[config.mk]
export PLATFORM = sky130hd
export DESIGN_NAME = prs_ctrl
export DESIGN_NICKNAME = d
export VERILOG_FILES = /design/src/design/prs_pkg.sv /design/src/design/prs_ctrl.sv
export SDC_FILE = /design/constraint.sdc
export NUM_CORES = 1
export LEC_CHECK = 0
export ABC_AREA = 1
export ABC_CLOCK_PERIOD_IN_PS = 3400
export BUFFER_PORTS_ARGS = -buffer_cell sky130_fd_sc_hd__buf_2
export CORE_UTILIZATION = 53
export DETAILED_ROUTE_END_ITERATION = 10
export GPL_TIMING_DRIVEN = 0
export HOLD_SLACK_MARGIN = 0.06
export PLACE_DENSITY = 0.79
export RECOVER_POWER = 50
export SLEW_MARGIN = 20
export SYNTH_ARGS = -nofsm -noshare
export SYNTH_HDL_FRONTEND = slang
export SYNTH_SLANG_ARGS = --single-unit
export TNS_END_PERCENT = 100
[constraint.sdc]
create_clock -name aclk -period 3.4 [get_ports aclk]
set_input_delay 0.17 -clock aclk [delete_from_list [all_inputs] [get_ports aclk]]
set_output_delay 0.17 -clock aclk [all_outputs]
set_load 0.02 [all_outputs]
[src/design/prs_pkg.sv]
// Shared types and constants for the primitive root search block.
// No dependencies; imported by every module of the block.
`default_nettype none
package prs_pkg;

    localparam int WIDTH       = 32;
    localparam int MAX_FACTORS = 10;
    localparam int CNT_W       = $clog2(MAX_FACTORS + 1);
    localparam int IDX_W       = $clog2(MAX_FACTORS);
    localparam int DIV_STEPS   = 2 * WIDTH;
    localparam int DCNT_W      = $clog2(DIV_STEPS + 1);

    typedef enum logic [4:0] {
        OP_NONE,
        OP_LOAD,
        OP_ADD_FAC2,
        OP_SHIFT_V,
        OP_D_INIT,
        OP_DIV_VD,
        OP_D_STEP,
        OP_ADD_FAC_D,
        OP_V_QUOT,
        OP_ADD_FAC_V,
        OP_K_INIT,
        OP_DIV_PHI_FAC,
        OP_EXP_INIT,
        OP_MUL_AB,
        OP_MUL_BB,
        OP_DIV_PROD,
        OP_ACC_REM,
        OP_B_REM_ESH,
        OP_K_STEP,
        OP_R_STEP,
        OP_SET_FOUND,
        OP_SET_NONE
    } dp_op_t;

    typedef struct packed {
        logic n_lt2;
        logic v_zero;
        logic v_even;
        logic v_gt2;
        logic d_gt_q;
        logic rem_zero;
        logic fac_full;
        logic r_gt_phi;
        logic k_eq_cnt;
        logic e_zero;
        logic e_odd;
        logic acc_one;
        logic div_done;
    } dp_status_t;

    typedef enum logic [4:0] {
        ST_IDLE,
        ST_CHECK,
        ST_TWO,
        ST_SHIFT,
        ST_DLOOP,
        ST_DIV_W,
        ST_DTEST,
        ST_DREP,
        ST_DREP_W,
        ST_TAIL,
        ST_RLOOP,
        ST_KLOOP,
        ST_PHI_W,
        ST_EXP,
        ST_MA_DIV,
        ST_MA_W,
        ST_MULB,
        ST_MB_DIV,
        ST_MB_W,
        ST_EVAL,
        ST_RESULT
    } state_t;

endpackage
`default_nettype wire

[src/design/prs_ctrl.sv]
// Controller state machine sequencing factoring and candidate testing.
// Depends on prs_pkg.
`default_nettype none
module prs_ctrl
    import prs_pkg::*;
(
    input  wire logic       aclk,
    input  wire logic       aresetn,
    input  wire logic       in_valid,
    output logic            in_ready,
    output logic            out_valid,
    input  wire logic       out_ready,
    input  wire dp_status_t status,
    output dp_op_t          op
);

    state_t state_reg, state_next;

    always_ff @(posedge aclk) begin
        if (!aresetn) begin
            state_reg <= ST_IDLE;
        end else begin
            state_reg <= state_next;
        end
    end

    // next state
    always_comb begin
        state_next = state_reg;
        case (state_reg)
            ST_IDLE:   if (in_valid) state_next = ST_CHECK;
            ST_CHECK:  state_next = status.n_lt2 ? ST_RESULT : ST_TWO;
            ST_TWO:    state_next = ST_SHIFT;
            ST_SHIFT:  if (status.v_zero || !status.v_even) state_next = ST_DLOOP;
            ST_DLOOP:  state_next = status.v_zero ? ST_TAIL : ST_DIV_W;
            ST_DIV_W:  if (status.div_done) state_next = ST_DTEST;
            ST_DTEST: begin
                if (status.d_gt_q)        state_next = ST_TAIL;
                else if (!status.rem_zero) state_next = ST_DLOOP;
                else                       state_next = ST_DREP;
            end
            ST_DREP:   state_next = ST_DREP_W;
            ST_DREP_W: begin
                if (status.div_done) state_next = status.rem_zero ? ST_DREP : ST_DLOOP;
            end
            ST_TAIL:   state_next = ST_RLOOP;
            ST_RLOOP:  state_next = status.r_gt_phi ? ST_RESULT : ST_KLOOP;
            ST_KLOOP:  state_next = status.k_eq_cnt ? ST_RESULT : ST_PHI_W;
            ST_PHI_W:  if (status.div_done) state_next = ST_EXP;
            ST_EXP: begin
                if (status.e_zero)     state_next = ST_EVAL;
                else if (status.e_odd) state_next = ST_MA_DIV;
                else                   state_next = ST_MB_DIV;
            end
            ST_MA_DIV: state_next = ST_MA_W;
            ST_MA_W:   if (status.div_done) state_next = ST_MULB;
            ST_MULB:   state_next = ST_MB_DIV;
            ST_MB_DIV: state_next = ST_MB_W;
            ST_MB_W:   if (status.div_done) state_next = ST_EXP;
            ST_EVAL:   state_next = status.acc_one ? ST_RLOOP : ST_KLOOP;
            ST_RESULT: if (out_ready) state_next = ST_IDLE;
            default:   state_next = ST_IDLE;
        endcase
    end

    // outputs
    always_comb begin
        op        = OP_NONE;
        in_ready  = 1'b0;
        out_valid = 1'b0;
        case (state_reg)
            ST_IDLE: begin
                in_ready = 1'b1;
                if (in_valid) op = OP_LOAD;
            end
            ST_CHECK:  if (status.n_lt2) op = OP_SET_NONE;
            ST_TWO:    if (!status.v_zero && status.v_even) op = OP_ADD_FAC2;
            ST_SHIFT:  op = (!status.v_zero && status.v_even) ? OP_SHIFT_V : OP_D_INIT;
            ST_DLOOP:  if (!status.v_zero) op = OP_DIV_VD;
            ST_DTEST: begin
                if (!status.d_gt_q) op = status.rem_zero ? OP_ADD_FAC_D : OP_D_STEP;
            end
            ST_DREP:   op = OP_DIV_VD;
            ST_DREP_W: begin
                if (status.div_done) op = status.rem_zero ? OP_V_QUOT : OP_D_STEP;
            end
            ST_TAIL:   if (status.v_gt2 && !status.fac_full) op = OP_ADD_FAC_V;
            ST_RLOOP:  op = status.r_gt_phi ? OP_SET_NONE : OP_K_INIT;
            ST_KLOOP:  op = status.k_eq_cnt ? OP_SET_FOUND : OP_DIV_PHI_FAC;
            ST_PHI_W:  if (status.div_done) op = OP_EXP_INIT;
            ST_EXP: begin
                if (!status.e_zero) op = status.e_odd ? OP_MUL_AB : OP_MUL_BB;
            end
            ST_MA_DIV: op = OP_DIV_PROD;
            ST_MA_W:   if (status.div_done) op = OP_ACC_REM;
            ST_MULB:   op = OP_MUL_BB;
            ST_MB_DIV: op = OP_DIV_PROD;
            ST_MB_W:   if (status.div_done) op = OP_B_REM_ESH;
            ST_EVAL:   op = status.acc_one ? OP_R_STEP : OP_K_STEP;
            ST_RESULT: out_valid = 1'b1;
            default: begin
            end
        endcase
    end

endmodule
`default_nettype wire

# After elaboration in Yosys (flattened, before gate mapping)
# Cells that the tools add are included.
[totals]
register_bits = 5
in_bits = 17
out_inout_bits = 7
wordCells = 76
[classes]
eq_ne = 27
mux = 38
reduce_logical = 10
[op_table]
columns = ["cell", "count"]
rows = [
  ["$pmux W5 S20", 1],
  ["$pmux W5 S18", 1],
  ["$mux W5", 17],
  ["$eq A5 B4 Y1 const B", 8],
  ["$mux W4", 7],
  ["$eq A5 B5 Y1 const B", 5],
  ["$eq A5 B3 Y1 const B", 4],
  ["$ne A2 B2 Y1 const B", 6],
  ["$eq A5 B2 Y1 const B", 2],
  ["$mux W3", 3],
  ["$reduce_and A7 Y1", 1],
  ["$mux W1", 6],
  ["$mux W2", 3],
  ["$eq A5 B1 Y1 const B", 1],
  ["$logic_not A5 Y1", 1],
  ["$reduce_or A2 Y1", 2],
  ["$logic_not A1 Y1", 3],
  ["$logic_and A1 B1 Y1", 2],
  ["$ne A2 B1 Y1 const B", 1],
  ["$logic_or A1 B1 Y1", 1],
]

# Depth between registers and ports, before layout
[logic_depth]
word_depth = 4
depth_mapped = 11
mapped_depth_nobuf = 10

# Worst setup path after synthesis
# Ideal clock, no wire load.
[synth_timing]
path_type = "reg-to-output"
from = "register state_reg[0]"
to = "output port op[0]"
arrival_ps = 1284
required_ps = 3230
slack_ps = 1946
stages_incl_launch_ff = 8
n_path_buf = 0
path_cell_list = "dfxtp_1 nand2_2 nor2_4 inv_1 nor2_1 nand3b_1 nor2_1 nand4_1"
[synth_via]
elab_chain_cells = 3
elab_cells_between_ends = 21
classes_between = "18 x eq/ne; 1 x mux; 2 x reduce/logical"
[synth_rtl]
columns = ["element", "line_no", "text"]
rows = [
  ["start, declared", "prs_ctrl.sv:17", "state_t state_reg, state_next;"],
  ["start signal, assigned", "prs_ctrl.sv:23", "state_reg <= state_next;"],
  ["$eq A5 B5 Y1 or $eq A5 B4 Y1 (tied branches)", "prs_ctrl.sv:71", "case (state_reg)"],
  ["$reduce_or A2 Y1 (no line)", "n/a", ""],
  ["$pmux W5 S18 *", "prs_ctrl.sv:71", ""],
  ["end, declared", "prs_ctrl.sv:14", "output dp_op_t op"],
]
# Every way passes the cells marked *; elsewhere a longest branch is shown, timed or not.

# Final worst setup path
[layout_timing]
from = "register state_reg[4]"
to = "output port op[2]"
# Same word-level chain as after synthesis.

==> flow_summary.ini <==
[run_status]
outcome = finished, final reports clean

[sta]
fin_crit_sh_pct = 68.3
report.final.slew_viol_count = 0
finalWorstSetupSlack_ns = 1.08
setup_viol_count_final = 0
fin_worst_hold_slack_ns = 0.226
finalSetupTns_ns = 0
clock.fmax_mhz = 430
clock_skew_ns = 0.00382
finalHoldViolations = 0
worst_pin_slew_ns = 0.608
grt_setup_unrepaired = false
period_minus_slack_ns = 2.32
max_slew_margin_pct = 59.4

[critical_path]
regToRegSetupSlack_ns = 1.23
criticalPathCategory = reg2out
cp-end-kind = output port
worst_r2r_endpoint = state_reg[2]
worst-r2r-cell-count = 11
timing.critical_path.cells = clkbuf_1 > inv_1 > nand2_1 > nor2_1 > nand2_1 > nand2_1 > nor4_1 > nand2_1 > buf_2
critical_path.max_stage_delay_ns = 0.47
cell_with_the_most_instances_on_the_worst_path = nand2_1
crit_required_ns = 3.23
regToRegStartpoint = state_reg[4]
critPathArrivalTime_ns = 2.15
crit_fanout = 10
worst_path_max_delay_cell = clkbuf_1
crit_path_start_kind = flip-flop

[die]
floorplan.initialDensity_pct = 56.5
fp.dieH_um = 44.9
placementRows = 15
die_w_um = 44.9
design.portCount = 24
die_area_um2 = 2020
core_region_area_um2 = 1730

[synth]
synth.distinct_cells = 25
synthXorXnorAreaFrac_pct = 0
async_flop_share_pct = 0
synthDominantAreaCellType = nand2_1
synth_adder_area_share_pct = 0
main_combinational_cell_family_by_area_after_synthesis = simple AND/OR/NAND/NOR gates
synthesis_warning_total = 0
number_of_synthesized_register_bits = 5
syn-num-nets = 205
postSynth.topFlopCell = dfxtp_1
seq_area_frac_synth_pct = 10.3
synthDominantCellAreaShare_pct = 20.4
synthesis.area_per_instance_um2 = 5.19
synth_mux_area_share_pct = 0
area_fraction_in_and_or_nand_and_nor_cells_after_synthesis_pct = 69.5
synthTopCellsByArea = nand2_1 20%, nand3_1 12%, inv_1 12%, dfxtp_1 10%, nor2_1 9.2%
postSynthCellCount = 188
number_of_synthesized_flops_with_an_enable_pin = 0
compound_cell_area_share_of_the_yosys_netlist_pct = 7.18
syn_area_um2 = 976

[cts]
numClockSinks = 5
post_cts.resized_instances = 0
clk_latency_ns = 0.24
cts.reportedPaths.clkPinSlew_ns = 0.04
cts-root-to-sink-buffers = 2
post_cts.repair.setup_buffers = 0
clock_tree_from_tritoncts = done
tritoncts.num_buffers = 3
h-tree-depth = 1
cts.hold.buffers_added = 0
cts.root.buffer_cell = clkbuf_4

[global_route]
all_layer_gr_usage_pct = 32.8
antenna_found_initial = 0
grt_max_degree = 11
wire_length_of_the_first_global_routing_pass_um = 4800
via_count_of_the_first_global_routing_pass = 1142
globalRouteOverflowTotal = 0

[final_layout]
most-common-layout-cells = 54 x nand2_1, 30 x inv_1, 27 x nor2_1
layout.cells.non_filler = 240
sequential_cell_area_um2 = 100
multiInputGateArea_um2 = 728
nNetsFinal = 233
antenna_cells_inserted = 0
area_growth_syn_to_fin_pct = 15.3
post_route_cells_drive_above_1_share_pct = 19.5
mostFrequentLayoutCell = nand2_1
largest_reg_flops = 5
n_fill_cell = 193

[hold_path]
hold_class = in2reg
worst_hold_startpoint = aresetn
timing.hold.worst_path_depth = 3
timing.hold.worst_endpoint = state_reg[3]

[detailed_routing]
ant_nets = 0
viasPerCell = 5.33
drt-total-wl_um = 2860
routedWlPerCell_um = 11.9
drt-initial-drc-count = 76
total_iterations_of_the_first_detailed_routing_run = 4
drc_errors = 0
route.vias.total = 1280

[power]
power_per_cell_area_nw_per_um2 = 649
power.leakage_nw = 0.692
vdd.ir_drop.worst_mv = 0.522

[job]
max_cap_violations = 0

[place]
globalplace.congestion = 0.940
dp_worst_setup_slack_ns = 1.70
dpl.cell_count = 236
post_dp_hpwl_um = 2360
port-buffer-count = 23
[final cells by class]
| class | count | share of cell area [%] |
|---|---|---|
| Inverter | 32 | 10.7 |
| Clock buffer | 4 | 2.34 |
| Tap cell | 25 | 2.78 |
| Multi-Input combinational cell | 150 | 64.7 |
| Sequential cell | 5 | 8.90 |
| Buffer | 1 | 0.334 |
| Timing Repair Buffer | 23 | 10.2 |
[through the flow]
| step | power, W | utilization [%] | area, µm² |
|---|---|---|---|
| floorplan | 0.000542 | - | 976 |
| global placement | 0.000674 | 65.0 | 1120 |
| detailed placement | 0.000684 | 65.0 | 1120 |
| CTS | 0.000755 | 66.5 | 1150 |
| global route | 0.000805 | 65.1 | 1120 |
| finish | 0.000730 | 65.1 | 1120 |
[cell usage after synthesis (2+ instances only)]
master,n
o22ai_1,2
nor2_2,6
dfxtp_1,5
nor4_1,2
nor2_1,24
inv_2,2
nand3_2,3
nand2_1,53
inv_1,30
nand3b_1,3
nor2_4,3
a21oi_1,6
nand2_2,3
nand3_1,23
nor3_1,7
nand4_1,7
[power breakdown]
group	internal, W	switching, W
logic	0.000172	0.000381
clock network	0.0000443	0.0000230
registers	0.0000789	0.0000308
[how the worst max path moves through the flow]
stage	end	startpoint	slack, ns	cells after the start
floorplan	op[0]	state_reg[0]	1.95	7
global placement	op[0]	state_reg[0]	1.72	8
detailed placement	op[0]	state_reg[0]	1.70	8
CTS	op[0]	state_reg[0]	1.43	8
global route	op[2]	state_reg[4]	0.80	9
finish	op[2]	state_reg[4]	1.08	9
[routing by layer]
layer	GRT usage, %	routed length (µm)
met5	0	0
met4	15.2	51
met1	40.6	1210
met2	56.2	1370
met3	4.40	225
[worst max-delay path: cells and delay by family (launching register included)]
kind                   cells  cell delay, ns
buffers and inverters      3            0.79
flip-flops                 1            0.29
AND/OR/NAND/NOR            6            0.82
[logic make-up (layout without fill, tap and decap cells)]
kind of cell | after synthesis | count (layout)
buf+inv | 33 | 60
simple gates | 138 | 138
flops | 5 | 5
compound gates | 12 | 12
Note: power is estimated with default switching activity, not from simulation.
